## src/sv/fnvlp_ram.sv

```systemverilog
// Generic single-port-write, single-port-read RAM with registered read data.
// Used for the slot table and the node store. No dependencies.
module fnvlp_ram #(
	parameter int unsigned WIDTH = 8,
	parameter int unsigned DEPTH = 16,
	localparam int unsigned AW = (DEPTH > 1) ? $clog2(DEPTH) : 1
) (
	input  logic             clk,
	input  logic             we,
	input  logic [AW-1:0]    waddr,
	input  logic [WIDTH-1:0] wdata,
	input  logic [AW-1:0]    raddr,
	output logic [WIDTH-1:0] rdata
);

	logic [WIDTH-1:0] mem_q [DEPTH];

	// A read at the address being written returns the old contents.
	always_ff @(posedge clk) begin
		if (we) begin
			mem_q[waddr] <= wdata;
		end
		rdata <= mem_q[raddr];
	end

endmodule

```

## config.mk

```make
export PLATFORM = sky130hd
export DESIGN_NAME = fnvlp_ram
export DESIGN_NICKNAME = d
export VERILOG_FILES = /design/src/sv/fnvlp_ram.sv
export SDC_FILE = /design/constraint.sdc
export NUM_CORES = 1
export LEC_CHECK = 0
export BUFFER_PORTS_ARGS = -buffer_cell sky130_fd_sc_hd__buf_2
export CORE_MARGIN = 5
export CORE_UTILIZATION = 57
export CTS_BUF_LIST = sky130_fd_sc_hd__clkbuf_2 sky130_fd_sc_hd__clkbuf_4 sky130_fd_sc_hd__clkbuf_8
export CTS_CLUSTER_SIZE = 28
export DETAILED_ROUTE_END_ITERATION = 16
export PLACE_DENSITY = 0.78
export SLEW_MARGIN = 5
export SYNTH_ARGS = -nofsm -noshare
export SYNTH_HDL_FRONTEND = slang
export SYNTH_SLANG_ARGS = --single-unit
```

## constraint.sdc

```tcl
create_clock -name clk -period 1.94 [get_ports clk]
set_clock_uncertainty 0.05 [all_clocks]
set_input_delay 0.388 -clock clk [delete_from_list [all_inputs] [get_ports clk]]
set_output_delay 0.388 -clock clk [all_outputs]
set_load 0.01 [all_outputs]
```

==> results by group, run 1 <==
Clock tree
  – CTS Buf Count: 17
  – Sink Count: 136
  – Clock root buffer: clkbuf_8
  – CTS tree: built
  – Clk Latency, worst-skew pair: 0.42 ns
  – Hold buffer count at cts: 0
  – Clock slew at reported path FFs: 0.08 ns
  – Max H-tree Level: 4
  – # Post-CTS Setup Buffers: 0
  – CTS resizes: 0
  – Clk buf depth: 2

Routing
  – Post-route ant nets: 0
  – Routed len/inst: 22.9 um
  – Wl on met1: 3930 um
  – DR top layer: met4
  – Via density: 5.95
  – Detailed router's first-iteration violation count: 188
  – Met3 Routed Length: 560 um
  – Drt first pass iters: 5
  – Post-Route WL: 9290 um
  – Total vias in the final route: 2,414
  – # DRC: 0
  – Metal2 WL: 4710 um

Layout
  – Commonest cells after routing, fill and taps aside: edfxtp_1 (128), buf_2 (25), buf_4 (19), mux4_2 (18), clkbuf_8 (17)
  – Fin cells: 406
  – Final nets: 303
  – Area growth, synth to finish: 16.3%
  – Most common cell after layout, fill and taps aside: edfxtp_1
  – Fin util: 68.3%
  – Layout cells sized above 1: 32.9%
  – Diodes inserted: 0

Worst setup path
  – R2r setup slk: 0.52 ns
  – WP data arrival: 1.70 ns
  – CP required: 2.21 ns
  – CP Max Fanout: 19
  – Setup CP Type: in -> reg
  – Setup crit end kind: flip-flop
  – CP Launch Type: input port

Power
  – Switching pwr: 0.00127 W
  – Pwr/cell area: 1040 nW/um^2
  – Flop pwr share: 52.8%
  – Combinational power share: 5.0%
  – Power Internal: 0.00498 W
  – Sw Ratio: 20.3%
  – Clock share of power: 42.2%
  – Leak: 2.06 nW
  – Worst vdd ir: 0.000468 V

Logic synthesis
  – Post-synthesis sequential area ratio: 77.8%
  – Ys Warns: 0
  – Synth area leader: edfxtp_1
  – Synthesized flop and latch total: 136
  – Number of synthesized flops with an enable pin: 128
  – Commonest register cell after synthesis: edfxtp_1
  – Syn avg cell area: 22.5 um^2
  – Post-synth ARST share: 0%
  – Synth Net Count: 247
  – Post-synthesis cell type count: 19
  – Leading post-synthesis cells by cell area: edfxtp_1 (75%), mux4_2 (7.9%), mux4_1 (7.1%), dfxtp_1 (3.1%), a22oi_1 (2.3%)
  – Top cell type's share of synthesized area: 74.7%
  – Synthesized area: 5150 um^2
  – Cells after synthesis: 229

Die
  – Rows: 34
  – Die height: 105 um
  – DIE AREA: 11,000 um^2
  – Die width: 105 um
  – IO Pins: 26
  – Core area: 8760 um^2
  – Starting Density: 58.7%

STA
  – Worst-margin pin slew: 0.366 ns
  – Finish-stage setup viols: 0
  – RSZ-0062 raised after global routing: no
  – Slew margin rel.: 75.6%
  – PnR worst setup slack: 0.503 ns
  – Crit path time final: 1.44 ns
  – Setup TNS: 0 ns
  – Final Max Slew Viols: 0
  – Hold Fails Final Rpt: 0
  – Hold slack: 0.291 ns
  – Fin crit share: 74.1%
  – Max Clock Freq: 696 MHz

Global route
  – Overflow after GRT: 0
  – First-pass GRT wire length: 14,800 um
  – Largest net degree at the start of global routing: 33
  – Gr usage total: 18.3%
  – Initial antenna violation count: 0
  – Vias in the first global route: 2,615

Place
  – # placed instances: 374
  – Buffers on Ports: 25
  – GP Congestion: 0.764
  – Detail Placement HPWL: 5950 um
  – Worst slack at placement: 0.0786 ns

Run
  – Max-cap violation count: 0

Worst hold path
  – Hold Path Class: in -> reg

Status
  – Run status: finished, final reports clean
## final timing paths
check,start,to,cells after the start
setup reg to reg,mem_q[5][1],rdata[1],3
setup / recovery,raddr[0],rdata[1],5
hold reg to reg,mem_q[15][6],rdata[6],3
hold / removal,wdata[1],mem_q[14][1],1
## logic make-up (layout without fill, tap and decap cells)
kind of cell | after synthesis | count (layout) | share of synthesized area [%]
AO/OA/AOI/OAI | 16 | 16 | 2.33
buffers and inverters | 10 | 79 | 1.68
flip-flops | 136 | 136 | 77.8
multiplexers | 32 | 32 | 15.0
AND/OR/NAND/NOR | 35 | 35 | 3.18
## Yosys cell counts (all sizes together) (2+ instances only)
master / number
a22oi: 16
buf: 7
clkdlybuf4s25: 3
dfxtp: 8
edfxtp: 128
mux4: 32
nand2: 9
nand2b: 2
nand3b: 2
nor2: 13
nor3: 4
## power groups by stage
stage               registers (W)  clock network, W  logic [W]
detailed placement        0.00336                 0   0.000316
global route              0.00330           0.00282   0.000343
global placement          0.00336                 0   0.000304
finish                    0.00330           0.00263   0.000312
CTS                       0.00330           0.00266   0.000318
floorplan                 0.00337                 0   0.000167
## flip-flops by register name, summed over array words and instances (netlist names)
signal,cells
mem_q,128
rdata,8
## critical path, cell delays in order
cell	delay, ns
buf_2	0.15
buf_12	0.20
mux4_1	0.58
a22oi_1	0.29
nand2_1	0.08
## through the flow
step | total power (W) | instance area (um^2)
2_1_floorplan | 0.00354 | 5150
4_1_cts | 0.00628 | 5990
5_1_grt | 0.00647 | 5990
3_5_place_dp | 0.00368 | 5520
6_report | 0.00624 | 5990
3_3_place_gp | 0.00367 | 5520
## final cells by class
class                   count  area (um^2)
clock buffers              18          241
clock inverters            14          220
fillers                   550         2780
multi-input cells          83         1060
flip-flops and latches    136         4000
well taps                 108          135
repair buffers             47          328
## metal layers
| metal | up-vias | track usage [%] |
|---|---|---|
| met1 | 1240 | 25.1 |
| li1 | 1082 | - |
| met4 | 0 | 6.21 |
| met2 | 88 | 28.6 |
| met3 | 4 | 5.36 |
| met5 | - | 0 |
Power figures use the tool's default switching activity.
==> run 2: changes to the inputs <==
--- a/config.mk
+++ b/config.mk
@@ -7,11 +7,11 @@
 export LEC_CHECK = 0
 export BUFFER_PORTS_ARGS = -buffer_cell sky130_fd_sc_hd__buf_2
 export CORE_MARGIN = 5
-export CORE_UTILIZATION = 57
+export CORE_UTILIZATION = 63
 export CTS_BUF_LIST = sky130_fd_sc_hd__clkbuf_2 sky130_fd_sc_hd__clkbuf_4 sky130_fd_sc_hd__clkbuf_8
 export CTS_CLUSTER_SIZE = 28
 export DETAILED_ROUTE_END_ITERATION = 16
-export PLACE_DENSITY = 0.78
+export PLACE_DENSITY = 0.82
 export SLEW_MARGIN = 5
 export SYNTH_ARGS = -nofsm -noshare
 export SYNTH_HDL_FRONTEND = slang
==> constraint.sdc (replaced) <==
create_clock -name clk -period 1.5 [get_ports clk]
set_clock_uncertainty 0.05 [all_clocks]
set_input_delay 0.3 -clock clk [delete_from_list [all_inputs] [get_ports clk]]
set_output_delay 0.3 -clock clk [all_outputs]
set_load 0.01 [all_outputs]
==> run 2 against run 1 <==
Final area shrank 0.69%. First-iteration DRC count shrank 8.0%. Combinational power grew 30%. Die area shrank 8.6%. Clock power grew 9.1%. Largest power group unchanged. Critical path type is now reg -> reg. Critical path depth shrank 2. Flip-flop and latch count is the same. Sequential power grew 29%. Core utilization grew 5.2 points.
==> results by group, run 2 (synthesized netlist as in run 1, its figures left out) <==
Status
  – Run status: finished, final reports clean

Power
  – Sw Ratio: 20.9%
  – Leak: 2.03 nW
  – Worst vdd ir: 0.000921 V
  – Switching pwr: 0.00158 W
  – Pwr/cell area: 1270 nW/um^2
  – Power Total: 0.00755 W
  – Clock share of power: 38.1%
  – Combinational power share: 5.4%
  – Power Internal: 0.00597 W
  – Flop pwr share: 56.5%

Routing
  – Post-route ant nets: 0
  – # DRC: 0
  – Total vias in the final route: 2,462
  – Detailed router's first-iteration violation count: 173
  – Via density: 6.05
  – Routed len/inst: 22.6 um
  – Post-Route WL: 9210 um
  – Drt first pass iters: 4

STA
  – Worst-margin pin slew: 0.650 ns
  – Finish-stage setup viols: 0
  – Final Max Slew Viols: 0
  – Max Clock Freq: 718 MHz
  – RSZ-0062 raised after global routing: no
  – Slew margin rel.: 56.5%
  – Fin crit share: 92.8%
  – Hold Fails Final Rpt: 0
  – Crit path time final: 1.39 ns

Global route
  – First-pass GRT wire length: 14,500 um
  – Largest net degree at the start of global routing: 17
  – Initial antenna violation count: 0
  – Vias in the first global route: 2,530
  – Overflow after GRT: 0
  – Gr usage total: 20.3%

Clock tree
  – Clock slew at reported path FFs: 0.08 ns
  – CTS tree: built
  – Max H-tree Level: 4
  – Clk buf depth: 2
  – Clock root buffer: clkbuf_8
  – Sink Count: 136
  – Clk Latency, worst-skew pair: 0.43 ns
  – CTS resizes: 0
  – # Post-CTS Setup Buffers: 0
  – CTS Buf Count: 17
  – Hold buffer count at cts: 0

Worst setup path
  – CP Launch Type: flip-flop
  – Worst path slowest cell: mux4_1
  – Critical path's largest stage delay: 0.53 ns
  – WP data arrival: 1.66 ns
  – Setup CP Type: reg -> reg
  – CP required: 1.77 ns
  – Worst path cell trace: mux4_1 -> a22oi_1 -> nand2_1
  – CP Max Fanout: 1
  – Setup crit end kind: flip-flop
  – Worst Path Buf+Inv: 0
  – Top Family by Delay on Critical Path: multiplexers

Layout
  – Register area: 4000 um^2
  – Commonest cells after routing, fill and taps aside: edfxtp_1 (128), buf_2 (25), buf_4 (24), mux4_2 (18), clkbuf_8 (18)
  – Diodes inserted: 0
  – Top flop regs: mem_q x128, rdata x8
  – Filler Cell Count: 462
  – Most common cell after layout, fill and taps aside: edfxtp_1
  – Max FFs per register: 128
  – Final nets: 307
  – Multi-input combinational cell area: 1070 um^2
  – Layout cells sized above 1: 34.4%
  – Top reg by flops: mem_q
  – Final instance area: 5940 um^2
  – Area growth, synth to finish: 15.5%

Place
  – GP Congestion: 0.745
  – DP Area: 5550 um^2
  – Buffers on Ports: 25
  – Detail Placement HPWL: 6290 um

Die
  – DIE AREA: 10,100 um^2
  – Core area: 8090 um^2
  – Rows: 33
  – Starting Density: 63.6%
  – Die width: 100 um
  – Die height: 100 um
  – IO Pins: 26

Run
  – Max-cap violation count: 0

Worst hold path
  – Hold Path Class: in -> reg
run 2: cell types whose count changed in the layout (fill, tap and decap cells not counted), sizes merged:
cell / delta
buf: +4
bufinv: -3
clkbuf: +2
clkinvlp: +4
inv: -3
run 2: metal layers:
metal / GRT usage, % / wire length [um]
met4: 6.01 / 121
met1: 28.1 / 3870
met5: 0 / 0
met3: 6.32 / 483
met2: 31.8 / 4730
run 2: area by class of cell:
type / count / area share [%]
clock inverters: 12 / 2.17
clock buffers: 20 / 4.42
flip-flops and latches: 136 / 67.4
well taps: 105 / 2.21
repair buffers: 51 / 5.81
multi-input cells: 83 / 18.0
run 2: final timing paths:
kind | from | end | slack, ns | depth (start not counted)
setup / recovery | mem_q[1][3] | rdata[3] | 0.11 | 3
hold / removal | wdata[2] | mem_q[2][2] | 0.21 | 1
setup reg to reg | mem_q[1][3] | rdata[3] | 0.11 | 3
hold reg to reg | mem_q[11][2] | rdata[2] | 0.64 | 3
run 2: per-stage QoR:
stage               std cells  util, %  hold WS [ns]  worst slack, ns  TNS, ns
finish                    407     73.5         0.205            0.108        0
global route              407     73.5         0.180           0.0465        0
CTS                       407     73.5         0.181           0.0804        0
detailed placement        375     68.6         0.629           -0.245    -4.55
global placement          375     68.6         0.600           -0.226    -3.91
floorplan                 229        -         0.349           -0.116    -3.58
run 2: worst register-to-register path, delay by kind of cell (launching register included):
kind / cells / cell delay, ns
AOI/OAI and AO/OA: 1 / 0.26
muxes: 1 / 0.53
DFF: 1 / 0.38
and+or+nand+nor: 1 / 0.08
run 2: power groups by stage:
stage | Combinational [W] | Clock [W] | Sequential (W)
2_1_floorplan | 0.000217 | 0 | 0.00436
3_3_place_gp | 0.000399 | 0 | 0.00435
3_5_place_dp | 0.000413 | 0 | 0.00436
4_1_cts | 0.000413 | 0.00293 | 0.00427
5_1_grt | 0.000442 | 0.00311 | 0.00427
6_report | 0.000407 | 0.00287 | 0.00427
